File: src/rtl/core/fps_pkg.sv
package fps_pkg;

   // Ring of earlier pressure samples
   localparam int RING_DEPTH = 8;
   localparam int PRESSURE_W = 17;
   localparam int IDX_W      = (RING_DEPTH > 1) ? $clog2(RING_DEPTH) : 1;
   localparam int CNT_W      = $clog2(RING_DEPTH + 1);
   localparam int SUM_W      = PRESSURE_W + IDX_W;

   // Field widths
   localparam int ALT_W      = 21;
   localparam int ACCEL_W    = 16;
   localparam int CMD_W      = 3;
   localparam int PHASE_W    = 3;
   localparam int PULSE_W    = 13;
   localparam int CSR_IDX_W  = 2;
   localparam int CSR_DATA_W = 21;

   // Servo pulse widths in microseconds
   localparam logic [PULSE_W-1:0] PULSE_CLOSED = 13'd1000;
   localparam logic [PULSE_W-1:0] PULSE_OPEN   = 13'd5000;

   // Register reset values
   localparam logic signed [ACCEL_W-1:0] LAUNCH_RST  = 16'sd3000;
   localparam logic signed [ACCEL_W-1:0] BURNOUT_RST = 16'sd0;
   localparam logic signed [ALT_W-1:0]   MAIN_RST    = 21'sd3000;

   typedef enum logic [CSR_IDX_W-1:0] {
      CSR_LAUNCH_ACCEL  = 2'd0,
      CSR_BURNOUT_ACCEL = 2'd1,
      CSR_MAIN_ALT      = 2'd2
   } csr_index_type;

   typedef enum logic [PHASE_W-1:0] {
      PH_PRELAUNCH = 3'd0,
      PH_READY     = 3'd1,
      PH_POWERED   = 3'd2,
      PH_UNPOWERED = 3'd3,
      PH_DROGUE    = 3'd4,
      PH_MAIN      = 3'd5,
      PH_TEST      = 3'd6,
      PH_END       = 3'd7
   } phase_type;

   typedef enum logic [CMD_W-1:0] {
      CMD_NONE   = 3'd0,
      CMD_LAUNCH = 3'd1,
      CMD_TEST   = 3'd2,
      CMD_END    = 3'd3,
      CMD_PRE    = 3'd4,
      CMD_DROGUE = 3'd5,
      CMD_MAINSH = 3'd6
   } cmd_type;

   typedef enum logic [1:0] {
      ST_IDLE,
      ST_SUM,
      ST_DECIDE
   } state_type;

   typedef struct packed {
      logic signed [ACCEL_W-1:0] launch_accel;
      logic signed [ACCEL_W-1:0] burnout_accel;
      logic signed [ALT_W-1:0]   main_alt;
   } cfg_type;

   // Sequencer controls for the ring unit
   typedef struct packed {
      logic start;
      logic add;
      logic write;
   } ring_ctl_type;

   typedef struct packed {
      logic                 done;
      logic                 descending;
   } ring_sts_type;

   typedef struct packed {
      phase_type            phase;
      logic                 servo_update;
      logic [PULSE_W-1:0]   servo_pulse_us;
      logic                 command_consumed;
   } result_type;

endpackage

File: src/rtl/core/fps_ring.sv
module fps_ring (
   input  logic                              clock,
   input  logic                              reset,
   input  fps_pkg::ring_ctl_type             ctl,
   input  logic [fps_pkg::PRESSURE_W-1:0]    pressure,
   output fps_pkg::ring_sts_type             sts
);
   import fps_pkg::*;

   logic [PRESSURE_W-1:0] ring_ff [RING_DEPTH];
   logic [IDX_W-1:0]      ptr_ff;
   logic [CNT_W-1:0]      cnt_ff;
   logic [SUM_W-1:0]      acc_ff;
   logic [SUM_W-1:0]      acc_in;
   logic [SUM_W-1:0]      scaled;

   // Shared adder: one ring entry per cycle
   assign acc_in = acc_ff + SUM_W'(ring_ff[cnt_ff[IDX_W-1:0]]);

   // Mean compare without division: sum < pressure * depth
   assign scaled = SUM_W'(pressure) * SUM_W'(RING_DEPTH);

   assign sts.done       = (cnt_ff == CNT_W'(RING_DEPTH));
   assign sts.descending = (acc_ff < scaled);

   // Accumulate over the ring
   always_ff @(posedge clock) begin
      if (reset) begin
         cnt_ff <= '0;
         acc_ff <= '0;
      end else if (ctl.start) begin
         cnt_ff <= '0;
         acc_ff <= '0;
      end else if (ctl.add) begin
         cnt_ff <= cnt_ff + CNT_W'(1);
         acc_ff <= acc_in;
      end
   end

   // Overwrite the oldest sample and advance the pointer
   always_ff @(posedge clock) begin
      if (reset) begin
         ptr_ff <= '0;
         for (int i = 0; i < RING_DEPTH; i++) begin
            ring_ff[i] <= '0;
         end
      end else if (ctl.write) begin
         ring_ff[ptr_ff] <= pressure;
         if (ptr_ff == IDX_W'(RING_DEPTH - 1)) begin
            ptr_ff <= '0;
         end else begin
            ptr_ff <= ptr_ff + IDX_W'(1);
         end
      end
   end

endmodule

File: src/rtl/core/fps_phase.sv
module fps_phase (
   input  logic                              clock,
   input  logic                              reset,
   input  logic                              step,
   input  fps_pkg::cfg_type                  cfg,
   input  logic [fps_pkg::CMD_W-1:0]         command,
   input  logic signed [fps_pkg::ALT_W-1:0]  altitude,
   input  logic signed [fps_pkg::ACCEL_W-1:0] accel,
   input  logic                              descending,
   output fps_pkg::result_type               result
);
   import fps_pkg::*;

   phase_type          phase_ff;
   phase_type          phase_in;
   logic [CMD_W-1:0]   pend_ff;
   logic [CMD_W-1:0]   pend_in;
   cmd_type            pend_eff;
   logic               consumed;
   logic [PULSE_W-1:0] pulse;

   // A new command replaces the pending one before the phase check
   assign pend_eff = (command != CMD_W'(CMD_NONE)) ? cmd_type'(command) : cmd_type'(pend_ff);

   // Phase transition
   always_comb begin
      phase_in = phase_ff;
      consumed = 1'b0;
      pulse    = '0;
      unique case (phase_ff)
         PH_PRELAUNCH: begin
            priority if (pend_eff == CMD_LAUNCH) begin
               pulse = PULSE_CLOSED; phase_in = PH_READY; consumed = 1'b1;
            end else if (pend_eff == CMD_TEST) begin
               pulse = PULSE_CLOSED; phase_in = PH_TEST; consumed = 1'b1;
            end else if (pend_eff == CMD_END) begin
               phase_in = PH_END; consumed = 1'b1;
            end else begin
            end
         end
         PH_READY: begin
            priority if (pend_eff == CMD_PRE) begin
               phase_in = PH_PRELAUNCH; consumed = 1'b1;
            end else if (pend_eff == CMD_TEST) begin
               phase_in = PH_TEST; consumed = 1'b1;
            end else if (pend_eff == CMD_END) begin
               phase_in = PH_END; consumed = 1'b1;
            end else if (accel > cfg.launch_accel) begin
               phase_in = PH_POWERED;
            end else begin
            end
         end
         PH_POWERED: begin
            if (accel < cfg.burnout_accel) begin
               phase_in = PH_UNPOWERED;
            end
         end
         PH_UNPOWERED: begin
            if (descending) begin
               phase_in = PH_DROGUE;
            end
         end
         PH_DROGUE: begin
            priority if (altitude < cfg.main_alt) begin
               phase_in = PH_MAIN;
            end else if (pend_eff == CMD_END) begin
               phase_in = PH_END; consumed = 1'b1;
            end else begin
            end
         end
         PH_MAIN: begin
            // Ascent again ends the flight without taking the command
            priority if (!descending) begin
               phase_in = PH_END;
            end else if (pend_eff == CMD_END) begin
               phase_in = PH_END; consumed = 1'b1;
            end else begin
            end
         end
         PH_TEST: begin
            priority if (pend_eff == CMD_DROGUE) begin
               pulse = PULSE_OPEN; phase_in = PH_DROGUE; consumed = 1'b1;
            end else if (pend_eff == CMD_MAINSH) begin
               phase_in = PH_MAIN; consumed = 1'b1;
            end else if (pend_eff == CMD_END) begin
               phase_in = PH_END; consumed = 1'b1;
            end else begin
            end
         end
         PH_END: begin
            if (pend_eff == CMD_PRE) begin
               phase_in = PH_PRELAUNCH; consumed = 1'b1;
            end
         end
         default: begin
            phase_in = phase_ff;
         end
      endcase
   end

   // Clear the pending command once a transition takes it
   assign pend_in = consumed ? CMD_W'(CMD_NONE) : CMD_W'(pend_eff);

   always_ff @(posedge clock) begin
      if (reset) begin
         phase_ff <= PH_PRELAUNCH;
         pend_ff  <= CMD_W'(CMD_NONE);
      end else if (step) begin
         phase_ff <= phase_in;
         pend_ff  <= pend_in;
      end
   end

   assign result.phase            = phase_in;
   assign result.servo_update     = (pulse != '0);
   assign result.servo_pulse_us   = pulse;
   assign result.command_consumed = consumed;

endmodule

File: src/rtl/core/flight_phase_sequencer_top.sv
// Channel   Direction  Handshake          Word
// req_      in         valid / stall      pressure, altitude, accel, command
// rsp_      out        valid / stall      phase, descent flag, servo, consumed flag
// csr_      in         valid / ready      register index, write data
//
// An accepted sample is captured, the ring sum is run through the single adder,
// then the compare step advances the phase and loads the result word.
// The result register holds a word while rsp_stall is high; a new sample is
// taken meanwhile and waits in the compare step until that word leaves.
// Synchronous reset clears the ring, pointer, phase and pending command, and
// loads the config registers with their reset values; csr_ready is always high.
module flight_phase_sequencer_top (
   input  logic                                 clock,
   input  logic                                 reset,
   input  logic                                 req_valid,
   output logic                                 req_stall,
   input  logic [fps_pkg::PRESSURE_W-1:0]       req_pressure_pa,
   input  logic signed [fps_pkg::ALT_W-1:0]     req_altitude_dm,
   input  logic signed [fps_pkg::ACCEL_W-1:0]   req_accel_z,
   input  logic [fps_pkg::CMD_W-1:0]            req_command,
   output logic                                 rsp_valid,
   input  logic                                 rsp_stall,
   output logic [fps_pkg::PHASE_W-1:0]          rsp_phase,
   output logic                                 rsp_descending,
   output logic                                 rsp_servo_update,
   output logic [fps_pkg::PULSE_W-1:0]          rsp_servo_pulse_us,
   output logic                                 rsp_command_consumed,
   input  logic                                 csr_valid,
   output logic                                 csr_ready,
   input  logic [fps_pkg::CSR_IDX_W-1:0]        csr_index,
   input  logic [fps_pkg::CSR_DATA_W-1:0]       csr_wdata
);
   import fps_pkg::*;

   state_type                  state_ff;
   state_type                  state_in;
   cfg_type                    cfg_ff;
   ring_ctl_type               ring_ctl;
   ring_sts_type               ring_sts;
   result_type                 result;
   logic                       accept;
   logic                       load;
   logic                       out_busy;

   logic [PRESSURE_W-1:0]      pres_ff;
   logic signed [ALT_W-1:0]    alt_ff;
   logic signed [ACCEL_W-1:0]  accel_ff;
   logic [CMD_W-1:0]           cmd_ff;

   logic                       rsp_valid_ff;
   logic [PHASE_W-1:0]         rsp_phase_ff;
   logic                       rsp_desc_ff;
   logic                       rsp_servo_ff;
   logic [PULSE_W-1:0]         rsp_pulse_ff;
   logic                       rsp_consumed_ff;

   assign csr_ready = 1'b1;
   assign req_stall = (state_ff != ST_IDLE);
   assign accept    = req_valid && !req_stall;
   assign out_busy  = rsp_valid_ff && rsp_stall;

   // Configuration registers
   always_ff @(posedge clock) begin
      if (reset) begin
         cfg_ff.launch_accel  <= LAUNCH_RST;
         cfg_ff.burnout_accel <= BURNOUT_RST;
         cfg_ff.main_alt      <= MAIN_RST;
      end else if (csr_valid && csr_ready) begin
         unique case (csr_index)
            CSR_LAUNCH_ACCEL:  cfg_ff.launch_accel  <= csr_wdata[ACCEL_W-1:0];
            CSR_BURNOUT_ACCEL: cfg_ff.burnout_accel <= csr_wdata[ACCEL_W-1:0];
            CSR_MAIN_ALT:      cfg_ff.main_alt      <= csr_wdata[ALT_W-1:0];
            default: begin
            end
         endcase
      end
   end

   // Capture the input word
   always_ff @(posedge clock) begin
      if (accept) begin
         pres_ff  <= req_pressure_pa;
         alt_ff   <= req_altitude_dm;
         accel_ff <= req_accel_z;
         cmd_ff   <= req_command;
      end
   end

   // Sequencer next state
   always_comb begin
      state_in = state_ff;
      unique case (state_ff)
         ST_IDLE:   if (accept)        state_in = ST_SUM;
         ST_SUM:    if (ring_sts.done) state_in = ST_DECIDE;
         ST_DECIDE: if (!out_busy)     state_in = ST_IDLE;
         default:   state_in = ST_IDLE;
      endcase
   end

   // Sequencer outputs
   always_comb begin
      ring_ctl.start = 1'b0;
      ring_ctl.add   = 1'b0;
      ring_ctl.write = 1'b0;
      load           = 1'b0;
      unique case (state_ff)
         ST_IDLE:   ring_ctl.start = accept;
         ST_SUM:    ring_ctl.add   = !ring_sts.done;
         ST_DECIDE: begin
            ring_ctl.write = !out_busy;
            load           = !out_busy;
         end
         default: begin
         end
      endcase
   end

   always_ff @(posedge clock) begin
      if (reset) begin
         state_ff <= ST_IDLE;
      end else begin
         state_ff <= state_in;
      end
   end

   fps_ring u_ring (
      .clock    (clock),
      .reset    (reset),
      .ctl      (ring_ctl),
      .pressure (pres_ff),
      .sts      (ring_sts)
   );

   fps_phase u_phase (
      .clock      (clock),
      .reset      (reset),
      .step       (load),
      .cfg        (cfg_ff),
      .command    (cmd_ff),
      .altitude   (alt_ff),
      .accel      (accel_ff),
      .descending (ring_sts.descending),
      .result     (result)
   );

   // Result register: load on decide, drop once taken
   always_ff @(posedge clock) begin
      if (reset) begin
         rsp_valid_ff <= 1'b0;
      end else if (load) begin
         rsp_valid_ff <= 1'b1;
      end else if (rsp_valid_ff && !rsp_stall) begin
         rsp_valid_ff <= 1'b0;
      end
   end

   always_ff @(posedge clock) begin
      if (load) begin
         rsp_phase_ff    <= result.phase;
         rsp_desc_ff     <= ring_sts.descending;
         rsp_servo_ff    <= result.servo_update;
         rsp_pulse_ff    <= result.servo_pulse_us;
         rsp_consumed_ff <= result.command_consumed;
      end
   end

   assign rsp_valid            = rsp_valid_ff;
   assign rsp_phase            = rsp_phase_ff;
   assign rsp_descending       = rsp_desc_ff;
   assign rsp_servo_update     = rsp_servo_ff;
   assign rsp_servo_pulse_us   = rsp_pulse_ff;
   assign rsp_command_consumed = rsp_consumed_ff;

   // An accepted word always starts the ring sum
   a_accept_sum: assert property (@(posedge clock) disable iff (reset)
      accept |=> (state_ff == ST_SUM))
      else $error("accepted word did not start the ring sum");

   // The compare step is reached only with the full ring summed
   a_decide_done: assert property (@(posedge clock) disable iff (reset)
      (state_ff == ST_DECIDE) |-> ring_sts.done)
      else $error("compare reached before ring sum finished");

   // Servo flag and pulse width agree
   a_servo_pulse: assert property (@(posedge clock) disable iff (reset)
      rsp_valid |-> (rsp_servo_update == (rsp_servo_pulse_us != '0)))
      else $error("servo flag and pulse width disagree");

   // Flight phases driven by sensors never consume a command
   a_consume_phase: assert property (@(posedge clock) disable iff (reset)
      (rsp_valid && rsp_command_consumed) |->
         (rsp_phase != PH_POWERED) && (rsp_phase != PH_UNPOWERED))
      else $error("command consumed on a sensor-driven transition");

endmodule

File: config.mk
export PLATFORM = sky130hd
export DESIGN_NAME = flight_phase_sequencer_top
export DESIGN_NICKNAME = d
export VERILOG_FILES = /design/src/rtl/core/fps_pkg.sv /design/src/rtl/core/fps_ring.sv /design/src/rtl/core/fps_phase.sv /design/src/rtl/core/flight_phase_sequencer_top.sv
export SDC_FILE = /design/constraint.sdc
export NUM_CORES = 1
export LEC_CHECK = 0
export BUFFER_PORTS_ARGS = -buffer_cell sky130_fd_sc_hd__buf_2
export CORE_MARGIN = 3
export CORE_UTILIZATION = 35
export DETAILED_ROUTE_END_ITERATION = 16
export GPL_TIMING_DRIVEN = 0
export PLACE_DENSITY_LB_ADDON = 0.3
export SLEW_MARGIN = 40
export SYNTH_ARGS = -nofsm -noshare
export SYNTH_HDL_FRONTEND = slang
export SYNTH_HIERARCHICAL = 1
export SYNTH_SLANG_ARGS = --single-unit
File: constraint.sdc
create_clock -name clock -period 6.45 [get_ports clock]
set_input_delay 0 -clock clock [delete_from_list [all_inputs] [get_ports clock]]
set_output_delay 0 -clock clock [all_outputs]
set_load 0.01 [all_outputs]
==> impl_metrics.csv, run 1 <==
group,metric,value,unit
clock_network,cts_buffers,36,
timing,setup_viol,0,
logic_synthesis,synth_top_area_share,41.5,%
clock_network,clk_pin_slew,0.06,ns
clock_network,clk_path_buf_depth,3,
critical_path,cpMostUsedCell,"clkbuf_1",
layout,drive_above_1_share,18.4,%
timing,min_period_over_period,62.0,%
global_route,grt_pass1_vias,11209,
critical_path,crit_type,"reg2reg",
timing,fmax,250,MHz
critical_path,critical_path.cell_chain,"clkbuf_1 > clkbuf_1 > mux4_2 > mux2_2 > ha_1 > and3_1 > nand3_1 > o211ai_2 > a31oi_1 > or3_1 > a21oi_1",
detailed_routing,dr.pass1.iters,5,
layout,final_common_cell,"edfxtp_1",
global_route,track_usage,17.2,%
layout,regArea,0.00821,mm2
timing,rsz0062_at_grt,"no",
logic_synthesis,ys_types,76,
detailed_routing,drtAntennaViolNets,0,
timing,whs,0.0741,ns
hold_path,hp-start,"csr_index[1]",
logic_synthesis,synth.largest_area_cell,"edfxtp_1",
critical_path,path_buf_inv,2,
clock_network,cts_setup_buffers,0,
global_route,overflow,0,
layout,fin_nets,1682,
placed_design,placed_cell_area,0.0168,mm2
detailed_routing,dr_total_vias,10736,
layout,fill_cells,4036,
clock_network,root_buffer,"clkbuf_16",
logic_synthesis,syn_inst,1272,
die,initial_core_util,35.6,%
detailed_routing,drcViolationCount,0,
global_route,antenna_found_initial,1,
logic_synthesis,synth_area_leaders,"edfxtp_1, dfxtp_1, ha_1",
detailed_routing,wl_per_cell,18.9,um
critical_path,cp-start-kind,"flip-flop",
layout,multi_input_area,0.00652,mm2
logic_synthesis,synth-async-reset-ratio,0,%
pwr,power.leakage,7.33,nW
layout,fin_area,0.0188,mm2
critical_path,cp-end-kind,"flip-flop",
placed_design,hpwl,28900,um
logic_synthesis,ys_ff_latch,304,
timing,final_hold_viol_count,0,
pwr,vdd_ir_drop_max,0.000217,V
die,die_h,215,um
hold_path,hold_class,"in2reg",
clock_network,cts_tree,"yes",
clock_network,insertion_delay,0.54,ns
placed_design,gp_congestion,0.849,
layout,final-instance-count-excl-fill,2120,
critical_path,path_delay_family,"buffers and inverters",
die,io_pins,107,
timing,slew_violations,0,
placed_design,port_buffers,105,
timing,min_period,4.00,ns
die,core.rowCount,76,
status,status,"finished, final reports clean",
critical_path,slowest_stage,"clkbuf_1",
layout,area_growth,22.7,%
die,design.die.area,0.0464,mm2
detailed_routing,totalWireLength,40100,um
critical_path,crit_fanout,10,
logic_synthesis,synth_area,0.0154,mm2
layout,layout_common_cells,"edfxtp_1, buf_2, dfxtp_1, ha_1, inv_1",
critical_path,critPathMaxStageDelay,0.65,ns
critical_path,worstPathArrival,4.46,ns
logic_synthesis,yosys_most_used_dff,"edfxtp_1",
layout,postLayoutCoreUtil,43.6,%
timing,skew,0.0155,ns
placed_design,dp_cells,1972,
logic_synthesis,seq_area_frac_synth,53.5,%
detailed_routing,routed_via_density,5.06,
critical_path,worst_ep_required_time,6.91,ns
logic_synthesis,syn_area_per_cell,12.1,um2
run,drv_cap,0,
timing,tightest_slew,0.777,ns
logic_synthesis,synth_warnings,6,
die,coreArea,0.0432,mm2
global_route,grt_max_degree,20,
timing,slew_headroom,48.2,%
die,die_x,215,um
clock_network,cts_max_level,2,
pwr,power.density,248,mW/mm2
clock_network,clkSinkCount,304,
logic_synthesis,synth_edf_count,212,
detailed_routing,dr.first_iter.drc_count,684,
global_route,grt_pass1_wl,62400,um
==> kinds of logic after synthesis <==
logic type,count (synthesis),synth area share (%)
adders and majority gates,89,7.30
AOI/OAI and AO/OA,165,7.29
and+or+nand+nor,410,15.5
other,2,0.0489
buffers and inverters,164,4.64
muxes,118,10.6
xor gates and xnor gates,20,1.14
DFF,304,53.5
==> per-stage QoR <==
step	worst slack (ns)	power (W)	setup TNS, ns
finish	2.45	0.00467	0
global route	2.30	0.00486	0
CTS	2.47	0.00473	0
detailed placement	2.51	0.00263	0
global placement	-0.245	0.00261	-0.768
floorplan	1.95	0.00248	0
==> worst reg2reg max path, delay by kind of cell (launching register included) <==
kind / cells / cell delay, ns
AO/OA/AOI/OAI: 3 / 0.70
multiplexers: 2 / 0.73
flip-flops: 1 / 0.31
buffers and inverters: 2 / 1.06
adder cells (fa/ha/maj): 1 / 0.42
AND/OR/NAND/NOR: 3 / 0.69
==> cells in the mapped netlist, types with 24 or more instances <==
library cell  instances
edfxtp_1            212
dfxtp_1              92
ha_1                 88
inv_1                86
and2_1               73
nand2b_1             69
mux2i_1              67
nor4_1               66
nor2_1               61
a21oi_1              50
clkbuf_1             42
nand2_1              39
mux4_2               34
o21ai_0              24
==> flip-flops by register name (all words and copies together), names as in the netlist, 4 cells and up, named ones only <==
| signal | count |
|---|---|
| accel_ff | 16 |
| u_ring/cnt_ff | 4 |
| alt_ff | 21 |
| pres_ff | 17 |
| u_ring/ring_ff | 136 |
| u_ring/acc_ff | 20 |
| rsp_servo_pulse_us | 13 |
| cfg_ff | 53 |
==> per-layer routing <==
metal	global-route usage, %	share of wire [%]	vias up
met2	30.3	50	261
met4	5.57	2.5	0
met1	21.7	43	5251
li1	-	-	5157
met5	0	0	-
met3	2.84	4.4	67
==> repair_timing <==
action                    CTS  global route
resized for setup           0             0
hold buffers               83             0
hold endpoints to repair  121             0
==> power by group <==
group | switching (W) | internal, W
sequential | 0.0000399 | 0.00216
clock | 0.000803 | 0.00124
combinational | 0.000231 | 0.000203
total | 0.00107 | 0.00360
==> layout make-up <==
| class | instances | area share (%) |
|---|---|---|
| Multi-Input combinational cell | 809 | 34.6 |
| Antenna cell | 1 | 0.0133 |
| Inverter | 86 | 1.71 |
| Buffer | 78 | 2.07 |
| Sequential cell | 304 | 43.6 |
| Clock inverter | 15 | 0.850 |
| Timing Repair Buffer | 193 | 7.80 |
| Clock buffer | 49 | 5.46 |
| Tap cell | 585 | 3.89 |
==> final timing paths <==
kind,end,slack [ns],cells past startpoint
min reg2reg,cfg_ff[13],0.48,2
max reg2reg,u_ring/acc_ff[19],2.45,11
max,u_ring/acc_ff[19],2.45,11
min,cfg_ff[17],0.07,4
(Power assumes the default switching activity.)
==> run 2, diff against run 1 <==
==> constraint.sdc (replaced) <==
create_clock -name clock -period 4.17 [get_ports clock]
set_input_delay 0 -clock clock [delete_from_list [all_inputs] [get_ports clock]]
set_output_delay 0 -clock clock [all_outputs]
set_load 0.01 [all_outputs]
==> run 2 against run 1 <==
Total power grew 50%; maximum frequency grew 1.7%; die area is the same; combinational power grew 54%; wire length shrank 0.63%; critical path type unchanged; hold slack lost 0.0040 ns; worst setup slack lost 2.2 ns; global-route usage shrank 0.097 points; sequential power grew 55%; final cell count is essentially flat; clock skew grew 0.011 ns; sequential cell count is the same.
==> impl_metrics.csv, run 2 (synthesis gave the netlist of run 1 again) <==
group,metric,value,unit
layout,final_common_cell,"edfxtp_1",
critical_path,critical_path.cell_chain,"clkbuf_1 > clkbuf_1 > mux4_2 > mux2_2 > ha_1 > inv_1 > fa_1 > nand2b_1 > a21o_1 > a31oi_2 > o31ai_1 > a2111o_1 > nand3_1",
critical_path,worstPathArrival,4.41,ns
detailed_routing,drtAntennaViolNets,0,
clock_network,clk_path_buf_depth,3,
pwr,power.density,375,mW/mm2
die,die_h,215,um
pwr,p_total,0.00703,W
clock_network,cts_max_level,2,
layout,largest_register_ffs,136,
timing,slew_violations,0,
die,initial_core_util,35.6,%
global_route,grt_pass1_wl,62300,um
detailed_routing,totalWireLength,39800,um
layout,drive_above_1_share,18.2,%
timing,rsz0062_at_grt,"no",
clock_network,cts_buffers,36,
critical_path,cpMostUsedCell,"clkbuf_1",
timing,min_period,3.93,ns
critical_path,critPathMaxStageDelay,0.64,ns
critical_path,cp-end-kind,"flip-flop",
timing,slew_headroom,48.0,%
timing,setup_viol,0,
detailed_routing,wl_per_cell,18.8,um
die,die_x,215,um
detailed_routing,dr.first_iter.drc_count,589,
detailed_routing,dr_total_vias,10736,
die,design.die.area,0.0464,mm2
critical_path,r2r_cells,13,
timing,whs,0.0701,ns
timing,fin_setup_tns,0,ns
layout,top_register,"u_ring/ring_ff",
pwr,vdd_ir_drop_max,0.000319,V
critical_path,worst_ep_required_time,4.64,ns
global_route,track_usage,17.2,%
placed_design,port_buffers,105,
critical_path,crit_fanout,10,
clock_network,clk_pin_slew,0.06,ns
hold_path,hp-start,"csr_valid",
layout,fin_nets,1682,
global_route,grt_pass1_vias,11101,
pwr,power.leakage,7.28,nW
layout,area_growth,22.1,%
critical_path,slowest_stage,"clkbuf_1",
layout,postLayoutCoreUtil,43.4,%
timing,fmax,254,MHz
clock_network,cts_tree,"yes",
clock_network,root_buffer,"clkbuf_16",
timing,min_period_over_period,94.3,%
placed_design,gp_congestion,0.851,
critical_path,crit_type,"reg2reg",
layout,reg_top3,"u_ring/ring_ff: 136 flops, cfg_ff: 53 flops, alt_ff: 21 flops",
timing,tightest_slew,0.780,ns
layout,antenna_cells,0,
placed_design,hpwl,28600,um
timing,skew,0.0268,ns
hold_path,hold_path_depth,4,
die,io_pins,107,
timing,final_hold_viol_count,0,
status,status,"finished, final reports clean",
die,core.rowCount,76,
die,coreArea,0.0432,mm2
global_route,overflow,0,
run,drv_cap,0,
layout,layout_common_cells,"edfxtp_1, buf_2, dfxtp_1, ha_1, inv_1",
detailed_routing,routed_via_density,5.06,
detailed_routing,drcViolationCount,0,
hold_path,hold_class,"in2reg",
global_route,antenna_found_initial,0,
global_route,grt_max_degree,21,
clock_network,clkSinkCount,304,
detailed_routing,dr.pass1.iters,5,
clock_network,insertion_delay,0.54,ns
critical_path,cp-start-kind,"flip-flop",
-- run 2: metrics by stage --
stage                     cell area (um2)  worst slack [ns]  instances
after floorplan                     15400             0.792       1277
after global placement              16600            -0.674       1967
after detailed placement            16800             0.281       1972
after CTS                           18700             0.256       2121
after global routing                18700            0.0442       2121
final                               18700             0.238       2121
-- run 2: power by group --
part / switching [W] / leakage [nW] / internal [W]
registers: 0.0000628 / 2.87 / 0.00334
clock network: 0.00126 / 0.543 / 0.00171
logic: 0.000354 / 3.87 / 0.000313
-- run 2: path summary, 6_finish.rpt --
check | to | slack [ns]
worst max-delay path | u_ring/acc_ff[18] | 0.24
worst min-delay path | cfg_ff[33] | 0.07
worst max register to register | u_ring/acc_ff[18] | 0.24
worst min register to register | cfg_ff[10] | 0.48
-- run 2: per-layer routing --
| metal | global-route usage [%] | vias up | wire, um |
|---|---|---|---|
| met5 | 0 | - | 0 |
| met4 | 5.51 | 0 | 1080 |
| met3 | 3.37 | 66 | 1930 |
| met2 | 29.7 | 264 | 19900 |
| met1 | 21.7 | 5256 | 17000 |
| li1 | - | 5150 | - |
-- run 2: worst max-delay path: cells and delay by family (launching register included) --
family                   cells  cell delay (ns)
AO/OA/AOI/OAI                4             1.04
flip-flops                   1             0.31
multiplexers                 2             0.57
buffers and inverters        3             1.10
adder cells (fa/ha/maj)      2             0.59
AND/OR/NAND/NOR              2             0.25
-- run 2: layout make-up --
cell class                 instances  area (um2)
buffer                            78         389
clock buffer                      50        1010
clock inverter                    16        91.3
fill                            4051       24400
inverter                          86         323
multi-input combinational        809        6520
sequential                       304        8210
tap                              585         732
timing repair buffer             193        1470
-- run 2: what timing repair did --
item / 4_1_cts / 5_1_grt
buffers inserted: 0 / 0
hold buffers: 83 / 0
endpoints found under the hold margin: 120 / 0
resized for setup: 0 / 0
==> run 3, diff against run 2 <==
--- a/config.mk
+++ b/config.mk
@@ -7,7 +7,8 @@
 export LEC_CHECK = 0
 export BUFFER_PORTS_ARGS = -buffer_cell sky130_fd_sc_hd__buf_2
 export CORE_MARGIN = 3
-export CORE_UTILIZATION = 35
+export CORE_UTILIZATION = 55
+export CTS_BUF_LIST = sky130_fd_sc_hd__clkbuf_8
 export DETAILED_ROUTE_END_ITERATION = 16
 export GPL_TIMING_DRIVEN = 0
 export PLACE_DENSITY_LB_ADDON = 0.3
==> run 3 against run 2 <==
Maximum frequency is 2.3% lower; wire length is 0.37% higher; clock skew is 0.024 ns higher; final cell count is 8.8% lower; largest cell class unchanged; highest routed layer unchanged.
==> impl_metrics.csv, run 3 (synthesis gave the netlist of run 1 again) <==
group,metric,value,unit
die,core.rowCount,60,
detailed_routing,dr_total_vias,11129,
layout,largest_register_ffs,136,
timing,rsz0062_at_grt,"no",
critical_path,worst_ep_required_time,4.61,ns
global_route,overflow,0,
timing,slew_headroom,35.4,%
critical_path,cp-end-kind,"flip-flop",
detailed_routing,dr.pass1.iters,5,
timing,fin_ws,0.148,ns
timing,final_hold_viol_count,0,
global_route,grt_max_degree,20,
die,coreArea,0.0272,mm2
global_route,grt_pass1_vias,11420,
global_route,track_usage,26.3,%
clock_network,root_buffer,"clkbuf_8",
clock_network,clkSinkCount,304,
layout,layout_common_cells,"edfxtp_1, buf_2, inv_1, dfxtp_1, ha_1",
critical_path,r2r_cells,13,
critical_path,crit_fanout,10,
critical_path,cp-start-kind,"flip-flop",
timing,whs,0.0718,ns
pwr,vdd_ir_drop_max,0.000309,V
layout,reg_top3,"u_ring/ring_ff: 136 flops, cfg_ff: 53 flops, alt_ff: 21 flops",
global_route,antenna_found_initial,0,
pwr,power.density,363,mW/mm2
die,initial_core_util,56.5,%
timing,slew_violations,0,
hold_path,hold_path_depth,4,
global_route,grt.met3_usage,5.82,%
layout,area_growth,19.5,%
detailed_routing,drcViolationCount,0,
layout,final_common_cell,"edfxtp_1",
timing,skew,0.0506,ns
die,die_h,173,um
global_route,met2_usage,44.4,%
critical_path,worstPathArrival,4.47,ns
clock_network,cts_buffers,51,
die,design.die.area,0.0300,mm2
placed_design,port_buffers,105,
placed_design,hpwl,26800,um
layout,drive_above_1_share,18.6,%
clock_network,insertion_delay,0.60,ns
timing,tightest_slew,0.961,ns
hold_path,hold_class,"in2reg",
detailed_routing,totalWireLength,40000,um
detailed_routing,wl_per_cell,20.7,um
timing,setup_viol,0,
global_route,grt_pass1_wl,62200,um
status,status,"finished, final reports clean",
timing,min_period_over_period,96.5,%
layout,antenna_cells,0,
layout,regArea,0.00821,mm2
timing,min_period,4.02,ns
critical_path,crit_type,"reg2reg",
detailed_routing,dr.first_iter.drc_count,882,
layout,multi_input_area,0.00650,mm2
layout,top_register,"u_ring/ring_ff",
clock_network,clk_pin_slew,0.06,ns
die,die_x,173,um
timing,fin_setup_tns,0,ns
layout,fin_nets,1698,
run,drv_cap,0,
detailed_routing,routed_via_density,5.75,
clock_network,cts_tree,"yes",
timing,fmax,249,MHz
pwr,power.leakage,7.32,nW
detailed_routing,drtAntennaViolNets,0,
global_route,grt-busiest-layer,"met2",
placed_design,dp_slack,0.256,ns
clock_network,cts_max_level,2,
clock_network,clk_path_buf_depth,3,
global_route,met1_usage,32.9,%
die,io_pins,107,
placed_design,gp_congestion,0.892,
layout,fill_cells,2038,
==> run 3: critical path, stage by stage (launching register included) <==
cell      delay [ns]
dfxtp_1         0.30
clkbuf_1        0.35
clkbuf_1        0.69
mux4_2          0.45
mux2_2          0.34
ha_1            0.23
inv_1           0.08
fa_1            0.20
nand2b_1        0.15
a21o_1          0.16
a31oi_2         0.17
o41ai_1         0.53
xor2_1          0.18
o21ai_0         0.08
==> run 3: path summary, 6_finish.rpt <==
path,from,to,slack [ns]
worst min register to register,cfg_ff[14],cfg_ff[14],0.47
worst max register to register,flip-flop,u_ring/acc_ff[14],0.15
worst max-delay path,flip-flop,u_ring/acc_ff[14],0.15
worst min-delay path,csr_valid,cfg_ff[34],0.07
==> run 3: where the power goes <==
| group | switching (W) | internal [W] |
|---|---|---|
| clock network | 0.00120 | 0.00139 |
| logic | 0.000366 | 0.000312 |
| registers | 0.0000578 | 0.00334 |
| total | 0.00162 | 0.00504 |
==> run 3: cell type report <==
type	count	area share [%]
Sequential cell	304	44.7
Multi-Input combinational cell	809	35.4
Timing Repair Buffer	194	7.97
Clock buffer	58	4.35
Tap cell	372	2.54
Buffer	78	2.13
Inverter	86	1.76
Clock inverter	33	1.10
==> run 3: per-stage QoR <==
stage / utilization (%) / area (um2) / total power, W / std cells
after floorplan: - / 15400 / 0.00384 / 1277
after global placement: 60.2 / 16400 / 0.00402 / 1754
after detailed placement: 60.7 / 16500 / 0.00405 / 1758
after CTS: 67.5 / 18300 / 0.00668 / 1934
after global routing: 67.5 / 18300 / 0.00691 / 1934
final: 67.5 / 18300 / 0.00666 / 1934
==> run 3: what timing repair did <==
item	CTS	global route
endpoints found under the hold margin	144	0
buffers inserted	0	0
hold buffers	85	0
resized for setup	0	0
==> run 3: per-layer routing <==
metal / up-vias / wire, um / part of all wire (%)
met2: 533 / 19400 / 49
met3: 97 / 3330 / 8.3
li1: 5173 / - / -
met5: - / 0 / 0
met4: 0 / 1680 / 4.2
met1: 5326 / 15600 / 39
